$ cat src/hdl/rpd_pkg.sv
package rpd_pkg;

  localparam int QUEUE_DEPTH_DEF  = 16;
  localparam int MAX_TECHS_DEF    = 8;
  localparam int NUM_MACHINES_DEF = 16;
  localparam int MAX_OUT          = 8;
  localparam int TECHS_W          = 6;
  localparam int CFG_IDX_W        = 4;

  localparam logic [1:0] REQ_FAULT    = 2'd0;
  localparam logic [1:0] REQ_DISPATCH = 2'd1;
  localparam logic [1:0] REQ_CLEAR    = 2'd2;

  localparam logic [1:0] KIND_OK     = 2'd0;
  localparam logic [1:0] KIND_FULL   = 2'd1;
  localparam logic [1:0] KIND_ASSIGN = 2'd2;
  localparam logic [1:0] KIND_NONE   = 2'd3;

  localparam logic [CFG_IDX_W-1:0] CFG_PRIO_TABLE = 4'd0;
  localparam logic [CFG_IDX_W-1:0] CFG_TECH_COUNT = 4'd1;

  typedef enum logic [2:0] {
    OP_FAULT,
    OP_DISPATCH,
    OP_CLEAR,
    OP_NOP
  } op_t;

  typedef struct packed {
    op_t                op;
    logic [3:0]         machine;
    logic [3:0]         prio;
    logic [31:0]        tick;
    logic [7:0]         idle;
    logic [15:0]        broken;
    logic [TECHS_W-1:0] techs;
  } cmd_t;

  typedef struct packed {
    logic [1:0] kind;
    logic [2:0] tech;
    logic [3:0] machine;
    logic [4:0] count;
    logic       last;
  } res_t;

  typedef struct packed {
    logic [3:0]  machine;
    logic [3:0]  prio;
    logic [31:0] tick;
    logic [31:0] seq;
  } entry_t;

endpackage

$ cat src/hdl/rpd_fifo.sv
module rpd_fifo #(
  parameter int WIDTH = 8
) (
  input  logic             clk,
  input  logic             rst_n,
  input  logic             push,
  input  logic [WIDTH-1:0] wdata,
  output logic             full,
  input  logic             pop,
  output logic [WIDTH-1:0] rdata,
  output logic             empty
);

  logic [WIDTH-1:0] mem_r [2];
  logic       wptr_r, rptr_r;
  logic [1:0] cnt_r;
  logic       do_push, do_pop;

  assign full    = (cnt_r == 2'd2);
  assign empty   = (cnt_r == 2'd0);
  assign do_push = push && !full;
  assign do_pop  = pop && !empty;
  assign rdata   = mem_r[rptr_r];

  always_ff @(posedge clk) begin
    if (do_push) begin
      mem_r[wptr_r] <= wdata;
    end
    if (!rst_n) begin
      wptr_r <= 1'b0;
      rptr_r <= 1'b0;
      cnt_r  <= 2'd0;
    end else begin
      if (do_push) wptr_r <= ~wptr_r;
      if (do_pop) rptr_r <= ~rptr_r;
      cnt_r <= cnt_r + {1'b0, do_push} - {1'b0, do_pop};
    end
  end

endmodule

$ cat src/hdl/rpd_front.sv
module rpd_front #(
  parameter int MAX_TECHS    = rpd_pkg::MAX_TECHS_DEF,
  parameter int NUM_MACHINES = rpd_pkg::NUM_MACHINES_DEF
) (
  input  logic                           clk,
  input  logic                           rst_n,
  input  logic                           cfg_valid,
  input  logic [rpd_pkg::CFG_IDX_W-1:0]  cfg_index,
  input  logic [63:0]                    cfg_data,
  input  logic [1:0]                     req_type,
  input  logic [3:0]                     machine_id,
  input  logic [3:0]                     machine_type,
  input  logic [31:0]                    fault_tick,
  input  logic [7:0]                     idle_mask,
  input  logic [15:0]                    broken_mask,
  output rpd_pkg::cmd_t                  cmd
);
  import rpd_pkg::*;

  logic [63:0] prio_table_r;
  logic [3:0]  tech_count_r;

  always_ff @(posedge clk) begin
    if (!rst_n) begin
      prio_table_r <= '1;
      tech_count_r <= 4'd8;
    end else if (cfg_valid) begin
      if (cfg_index == CFG_PRIO_TABLE) prio_table_r <= cfg_data;
      else if (cfg_index == CFG_TECH_COUNT) tech_count_r <= cfg_data[3:0];
    end
  end

  always_comb begin
    cmd.machine = machine_id;
    cmd.prio    = prio_table_r[{machine_type, 2'b00} +: 4];
    cmd.tick    = fault_tick;
    cmd.idle    = idle_mask;
    cmd.broken  = broken_mask;
    if (32'(tech_count_r) > MAX_TECHS) cmd.techs = TECHS_W'(MAX_TECHS);
    else cmd.techs = TECHS_W'(tech_count_r);
    case (req_type)
      REQ_FAULT:    cmd.op = (32'(machine_id) >= NUM_MACHINES) ? OP_NOP : OP_FAULT;
      REQ_DISPATCH: cmd.op = OP_DISPATCH;
      REQ_CLEAR:    cmd.op = OP_CLEAR;
      default:      cmd.op = OP_NOP;
    endcase
  end

endmodule

$ cat src/hdl/rpd_back.sv
module rpd_back #(
  parameter int QUEUE_DEPTH = rpd_pkg::QUEUE_DEPTH_DEF,
  parameter int MAX_TECHS   = rpd_pkg::MAX_TECHS_DEF
) (
  input  logic          clk,
  input  logic          rst_n,
  input  rpd_pkg::cmd_t cmd,
  input  logic          cmd_empty,
  output logic          cmd_pop,
  output rpd_pkg::res_t res,
  output logic          res_push,
  input  logic          res_full
);
  import rpd_pkg::*;

  localparam int CW = $clog2(QUEUE_DEPTH + 1);
  localparam int TW = $clog2(MAX_TECHS + 1);

  typedef enum logic [1:0] {
    ST_IDLE = 2'b01,
    ST_DISP = 2'b10
  } state_t;

  state_t          state_r, state_nxt;
  entry_t          ent_r [QUEUE_DEPTH];
  entry_t          ent_nxt [QUEUE_DEPTH];
  logic [CW-1:0]   count_r, count_nxt;
  logic [31:0]     seq_r, seq_nxt;
  logic [TW-1:0]   t_r, t_nxt;
  logic [3:0]      n_r, n_nxt;
  logic [7:0]      idle_r;
  logic [15:0]     broken_r;
  logic [TECHS_W-1:0] techs_r;
  res_t            pend_r, pend_nxt;
  logic            pend_v_r, pend_v_nxt;
  logic            load_disp;
  logic [QUEUE_DEPTH-1:0] keep;
  entry_t          new_ent;
  logic            idle_bit;

  assign new_ent = '{machine: cmd.machine, prio: cmd.prio, tick: cmd.tick, seq: seq_r};
  assign idle_bit = (32'(t_r) < 8) && idle_r[3'(t_r)];

  // slot stays in place when it sorts at or ahead of the new key
  always_comb begin
    for (int i = 0; i < QUEUE_DEPTH; i++) begin
      if (32'(i) >= 32'(count_r)) keep[i] = 1'b0;
      else if (ent_r[i].prio != new_ent.prio) keep[i] = ent_r[i].prio < new_ent.prio;
      else if (ent_r[i].tick != new_ent.tick) keep[i] = ent_r[i].tick < new_ent.tick;
      else keep[i] = ent_r[i].seq <= new_ent.seq;
    end
  end

  always_comb begin
    state_nxt  = state_r;
    ent_nxt    = ent_r;
    count_nxt  = count_r;
    seq_nxt    = seq_r;
    t_nxt      = t_r;
    n_nxt      = n_r;
    pend_nxt   = pend_r;
    pend_v_nxt = pend_v_r;
    cmd_pop    = 1'b0;
    res_push   = 1'b0;
    load_disp  = 1'b0;
    res        = '{kind: KIND_OK, tech: 3'd0, machine: 4'd0, count: 5'(count_r), last: 1'b1};
    case (state_r)
      ST_IDLE: begin
        if (!cmd_empty && !res_full) begin
          cmd_pop = 1'b1;
          case (cmd.op)
            OP_FAULT: begin
              res_push = 1'b1;
              if (32'(count_r) >= QUEUE_DEPTH) begin
                res.kind = KIND_FULL;
              end else begin
                for (int i = 0; i < QUEUE_DEPTH; i++) begin
                  if (keep[i]) ent_nxt[i] = ent_r[i];
                  else if (i == 0) ent_nxt[i] = new_ent;
                  else if (keep[i-1]) ent_nxt[i] = new_ent;
                  else ent_nxt[i] = ent_r[i-1];
                end
                count_nxt = count_r + CW'(1);
                seq_nxt   = seq_r + 32'd1;
                res.count = 5'(count_r + CW'(1));
              end
            end
            OP_DISPATCH: begin
              load_disp  = 1'b1;
              t_nxt      = '0;
              n_nxt      = '0;
              pend_v_nxt = 1'b0;
              state_nxt  = ST_DISP;
            end
            OP_CLEAR: begin
              res_push  = 1'b1;
              count_nxt = '0;
              seq_nxt   = '0;
              res.count = 5'd0;
            end
            default: res_push = 1'b1;
          endcase
        end
      end
      ST_DISP: begin
        if (32'(t_r) >= 32'(techs_r) || count_r == '0) begin
          if (!res_full) begin
            res_push = 1'b1;
            if (pend_v_r) begin
              res      = pend_r;
              res.last = 1'b1;
            end else begin
              res.kind = KIND_NONE;
            end
            state_nxt = ST_IDLE;
          end
        end else if (!broken_r[ent_r[0].machine]) begin
          for (int i = 0; i < QUEUE_DEPTH - 1; i++) ent_nxt[i] = ent_r[i+1];
          count_nxt = count_r - CW'(1);
        end else if (!idle_bit || 32'(n_r) >= MAX_OUT) begin
          t_nxt = t_r + TW'(1);
        end else if (!res_full) begin
          for (int i = 0; i < QUEUE_DEPTH - 1; i++) ent_nxt[i] = ent_r[i+1];
          count_nxt = count_r - CW'(1);
          if (pend_v_r) begin
            res_push = 1'b1;
            res      = pend_r;
            res.last = 1'b0;
          end
          pend_nxt   = '{kind: KIND_ASSIGN, tech: 3'(t_r), machine: ent_r[0].machine,
                         count: 5'(count_r - CW'(1)), last: 1'b0};
          pend_v_nxt = 1'b1;
          n_nxt      = n_r + 4'd1;
          t_nxt      = t_r + TW'(1);
        end
      end
      default: state_nxt = ST_IDLE;
    endcase
  end

  always_ff @(posedge clk) begin
    ent_r  <= ent_nxt;
    pend_r <= pend_nxt;
    t_r    <= t_nxt;
    n_r    <= n_nxt;
    if (load_disp) begin
      idle_r   <= cmd.idle;
      broken_r <= cmd.broken;
      techs_r  <= cmd.techs;
    end
    if (!rst_n) begin
      state_r  <= ST_IDLE;
      count_r  <= '0;
      seq_r    <= '0;
      pend_v_r <= 1'b0;
    end else begin
      state_r  <= state_nxt;
      count_r  <= count_nxt;
      seq_r    <= seq_nxt;
      pend_v_r <= pend_v_nxt;
    end
  end

endmodule

$ cat src/hdl/repair_priority_dispatcher.sv
// Repair dispatcher: fault reports are inserted into a sorted queue (priority from
// prio_table by machine type, then fault tick, then arrival), dispatch ticks hand
// head entries to idle technicians, clear empties the queue. Requests pass through a
// two-entry command queue, so full is raised only when two are already waiting. A fault,
// clear or unused request is handled in the IDLE state and gives one result. A dispatch
// enters the DISP state, where the sequencer walks one technician or drops one head
// entry per cycle, stalling when a result must be pushed into a full output queue; at
// most 8 assignments are reported, the last result of each request has last set.
// Results wait in a two-entry output queue; a full one stalls the back end.
module repair_priority_dispatcher #(
  parameter int QUEUE_DEPTH  = rpd_pkg::QUEUE_DEPTH_DEF,
  parameter int MAX_TECHS    = rpd_pkg::MAX_TECHS_DEF,
  parameter int NUM_MACHINES = rpd_pkg::NUM_MACHINES_DEF
) (
  input  logic                          clk,
  input  logic                          rst_n,
  input  logic                          cfg_valid,
  output logic                          cfg_ready,
  input  logic [rpd_pkg::CFG_IDX_W-1:0] cfg_index,
  input  logic [63:0]                   cfg_data,
  input  logic                          push,
  output logic                          full,
  input  logic [1:0]                    in_req_type,
  input  logic [3:0]                    in_machine_id,
  input  logic [3:0]                    in_machine_type,
  input  logic [31:0]                   in_fault_tick,
  input  logic [7:0]                    in_idle_mask,
  input  logic [15:0]                   in_broken_mask,
  output logic                          empty,
  input  logic                          pop,
  output logic [1:0]                    out_kind,
  output logic [2:0]                    out_tech_index,
  output logic [3:0]                    out_assigned_machine,
  output logic [4:0]                    out_queue_count,
  output logic                          out_last
);
  import rpd_pkg::*;

  cmd_t cmd_in, cmd_out;
  res_t res_in, res_out;
  logic cmd_empty, cmd_pop, res_push, res_full;

  assign cfg_ready = 1'b1;

  rpd_front #(.MAX_TECHS(MAX_TECHS), .NUM_MACHINES(NUM_MACHINES)) u_front (
    .clk, .rst_n, .cfg_valid, .cfg_index, .cfg_data,
    .req_type(in_req_type), .machine_id(in_machine_id), .machine_type(in_machine_type),
    .fault_tick(in_fault_tick), .idle_mask(in_idle_mask), .broken_mask(in_broken_mask),
    .cmd(cmd_in)
  );

  rpd_fifo #(.WIDTH($bits(cmd_t))) u_cmd_q (
    .clk, .rst_n, .push(push), .wdata(cmd_in), .full(full),
    .pop(cmd_pop), .rdata(cmd_out), .empty(cmd_empty)
  );

  rpd_back #(.QUEUE_DEPTH(QUEUE_DEPTH), .MAX_TECHS(MAX_TECHS)) u_back (
    .clk, .rst_n, .cmd(cmd_out), .cmd_empty, .cmd_pop,
    .res(res_in), .res_push, .res_full
  );

  rpd_fifo #(.WIDTH($bits(res_t))) u_res_q (
    .clk, .rst_n, .push(res_push), .wdata(res_in), .full(res_full),
    .pop(pop), .rdata(res_out), .empty(empty)
  );

  assign out_kind             = res_out.kind;
  assign out_tech_index       = res_out.tech;
  assign out_assigned_machine = res_out.machine;
  assign out_queue_count      = res_out.count;
  assign out_last             = res_out.last;

endmodule

$ cat config.mk
export PLATFORM = sky130hd
export DESIGN_NAME = repair_priority_dispatcher
export DESIGN_NICKNAME = d
export VERILOG_FILES = /design/src/hdl/rpd_pkg.sv /design/src/hdl/rpd_fifo.sv /design/src/hdl/rpd_front.sv /design/src/hdl/rpd_back.sv /design/src/hdl/repair_priority_dispatcher.sv
export SDC_FILE = /design/constraint.sdc
export NUM_CORES = 2
export LEC_CHECK = 0
export BUFFER_PORTS_ARGS = -buffer_cell sky130_fd_sc_hd__buf_4
export CAP_MARGIN = 10
export CORE_AREA = 2 2 413 456
export CTS_CLUSTER_SIZE = 40
export DETAILED_ROUTE_END_ITERATION = 6
export DIE_AREA = 0 0 415 458
export GPL_TIMING_DRIVEN = 0
export PLACE_DENSITY = 0.7
export SLEW_MARGIN = 20
export SYNTH_ARGS = -nofsm -noshare
export SYNTH_HDL_FRONTEND = slang
export SYNTH_SLANG_ARGS = --single-unit
$ cat constraint.sdc
create_clock -name clk -period 9.21 [get_ports clk]
set_clock_uncertainty 0.1 [all_clocks]
set_input_delay 0.921 -clock clk [delete_from_list [all_inputs] [get_ports clk]]
set_output_delay 0.921 -clock clk [all_outputs]
set_load 0.01 [all_outputs]
==> metrics.md <==
| Metric | Value |
|---|---|
| Count leader, synth | edfxtp_1 |
| Routed length on met3 | between 30 and 40 mm |
| Top cells by area, synth | edfxtp_1 44%, ha_1 14%, mux2i_1 11%, nand2_1 5.5%, o21ai_0 4.2% |
| Core area | ~0.19 mm2 |
| 1st-iter DRT viols | around 10k |
| Die W | between 400 and 500 um |
| Placed Area | roughly 0.1 mm2 |
| Synth Area in Compound Gates | 0.129 |
| Hold-fix buffers at CTS | 0 |
| Hold Path Class | input port to register |
| Startpoint Class | register |
| GRT Resource Usage Total | 0.387 |
| Net switching power | around 20 mW |
| H-tree depth | 4 |
| Post-synth top area cell | edfxtp_1 |
| Synth Area in Adders | 0.138 |
| Final WL | 379 mm |
| Top routing layer in use | met5 |
| Sequential power share | 0.339 |
| Largest net degree at the start of global routing | 37 |
| Combinational share of power | 0.507 |
| Clock buffer depth | 3 |
| Post-Syn Nets | between 9k and 10k |
| Library cells used by synthesis | 84 |
| Worst stage delay on the critical path | 0.98 ns |
| Clock Latency Late Sink | 0.86 ns |
| Switch share | 0.457 |
| TritonRoute pass-1 iters | 7 |
| Top delay family on crit path | buffers and inverters |
| List of most frequent post-synthesis cells | 1370 x edfxtp_1, 1368 x nand2_1, 1039 x ha_1 |
| Synth top area share | 0.437 |
| Critical path cell sequence | buf_2 -> clkdlybuf4s15_1 -> mux2_2 -> clkbuf_1 -> inv_1 -> ha_1 -> nand4_1 -> nor4_1 -> nand3_1 -> a211oi_1 -> o2111a_1 -> o41ai_2 -> buf_2 -> buf_6 -> buf_2 -> o311ai_1 |
| IO Port Bufs | 150 |
| Post-Synth XOR/XNOR Area | 0.00391 |
| CP max FO | 16 |
| Register area share after synthesis | 0.462 |
| Nets | a little over 10k |
| Fin area | between 0.1 and 0.15 mm2 |
| Antenna-violating nets left | 0 |
| CTS tree | yes |
| CP Buf/Inv Count | 7 |
| Clk root buf | clkbuf_16 |
| Share of layout cells above drive strength 1 | 0.0949 |
| Core Util, Final | 0.573 |
| Clock transition at path regs | approximately 0.06 ns |
| Hold Violations, Final | 0 |
| Hold slack | between 0.1 and 0.15 ns |
| Pint | 23.5 mW |
| Mapped Cells | about 8.7k |
| Die Ht | ~460 um |
| CP max-delay cell | nor4_1 |
| Setup violators final | 0 |
| Max IR drop VDD | around 360 uV |
| Mux share of post-synthesis cell area | 0.133 |
| Max-Cap Viols | 0 |
| Power per cell area | around 410 mW/mm2 |
| Area of the multi-input gates | just under 0.05 mm2 |
| Die area | approximately 0.19 mm2 |
| Slew @ Worst Pin | 1.33 ns |
| Crit Path Class | register to register |
| Fin crit period | between 9 and 10 ns |
| Relative slew slack | 0.113 |
| Most used flip-flop cell after synthesis | edfxtp_1 |
| Met2 wire length | about 170 mm |
| CTS Buf Count | ~160 |
| Residual DRC | 1 |
| Initial Utilization | 0.508 |
| Final period utilization | 0.992 |
| Pre-CTS setup slack | 0.249 ns |
| GPL Wtd Cong | 1.02 |
| Max-slew violations | 0 |
| Hold Startpoint | in_fault_tick[0] |
| Post-synth EDFFs | 1370 |
| Ys Warns | 0 |
| Core Rows | between 150 and 200 |
| Leakage | roughly 42 nW |
| FF+latch count, synth | ~1.5k |
| Avg Vias per Cell | about 6.7 |
| Largest family of logic cells by synthesized area | adder cells |
| Mean Syn Cell Area | about 11 um2 |
| Area grow syn2layout | 12.8% |
| Initial antenna violation count | 24 |
| CTS Sinks | about 1.5k |
| Fin worst setup slack | 0.0703 ns |
| Fmax | around 110 MHz |
| Filler cells | 15.7k |
| Sequential cell area | 0.0435 mm2 |
| Worst Path Arrival | between 9 and 10 ns |
| Global-route wire length before repair | 535 mm |
| RSZ-0062 raised after global routing | false |
| Detailed placement HPWL | between 200 and 300 mm |
| M1 WL | approximately 140 mm |
| Async set-reset flop share out of synthesis | 0 |
| DR WL/cell | 32.5 um |
| Top Ports | 157 |
| Mapped cell area | 0.0942 mm2 |
| Data required time at the worst endpoint | 9.63 ns |
| Post-CTS setup buffer count | 0 |
| CP Capture Type | register |
| Most frequent CP cell | buf_2 |
| Failing checks | DRC |
| Grt ovf | 0 |
| Simple-gate share of the synthesized area | 0.103 |
| Tot Pwr | roughly 43 mW |
| Clk network pwr share | 0.155 |
| Routed via count | between 70k and 80k |
| Vias in the first global route | 76.0k |
| Outcome | finished, violations left |
routing by layer:
layer,GRT usage,vias to the layer above
met5,0,-
met4,0.314,14
met3,0.0890,1342
met2,0.592,5094
met1,0.470,38200
li1,-,33700
area by class of cell:
class,count,share of cell area
buffer,563,0.0228
clock buffer,228,0.0428
antenna,19,0.000448
tap,2436,0.0287
timing repair buffer,248,0.0311
inverter,160,0.00565
clock inverter,70,0.00654
multi-input combinational,6455,0.452
sequential,1488,0.410
layout by cell type (no fill, tap or decap), types with 118 or more instances in the layout:
cell,n
a21o_1,202
a21oi_1,326
buf_4,182
clkbuf_1,427
clkbuf_16,169
dfxtp_1,118
edfxtp_1,1370
ha_1,1039
inv_1,158
mux2_2,151
mux2i_1,1012
nand2_1,1368
nand3_1,140
nand4_1,221
nor2_1,164
o21ai_0,787
o31ai_1,394
logic make-up after synthesis:
logic type	Yosys count
AOI/OAI and AO/OA	1988
xor gates and xnor gates	42
adders and majority gates	1039
buffers and inverters	723
DFF	1488
muxes	1195
other	1
and+or+nand+nor	2190
power groups by stage:
stage	registers, mW	logic (mW)	clock network [mW]
3_3_place_gp	15.3	18.3	0
4_1_cts	14.4	21.2	6.67
5_1_grt	14.8	23.1	6.91
6_report	14.6	21.9	6.68
2_1_floorplan	13.8	12.5	0
3_5_place_dp	14.5	21.0	0
path summary, 6_finish.rpt:
path	endpoint	slack (ns)	cells after the start
max	u_back.ent_r[335]	0.07	16
min	u_cmd_q.mem_r[0][28]	0.14	1
max reg2reg	u_back.ent_r[335]	0.07	16
min reg2reg	u_front.prio_table_r[9]	0.37	2
registers in the layout (all words and copies together) (netlist names), 8 cells and up, named ones only:
register / cells
u_back.idle_r: 8
u_cmd_q.mem_r: 140
u_front.prio_table_r: 64
u_back.seq_r: 32
u_back.pend_r: 12
u_res_q.mem_r: 30
u_back.ent_r: 1152
u_back.broken_r: 16
repair_timing:
action / CTS / global route
hold endpoints to repair: 0 / 0
endpoints found under the setup margin: 0 / 47
resized for setup: 0 / 3
metrics by stage:
step | cells | setup TNS [ns]
2_1_floorplan | 8666 | 0
3_3_place_gp | 11300 | -5463.82
3_5_place_dp | 11300 | 0
4_1_cts | 11600 | 0
5_1_grt | 11600 | 0
6_report | 11700 | 0
Note: power is estimated with default switching activity, not from simulation.
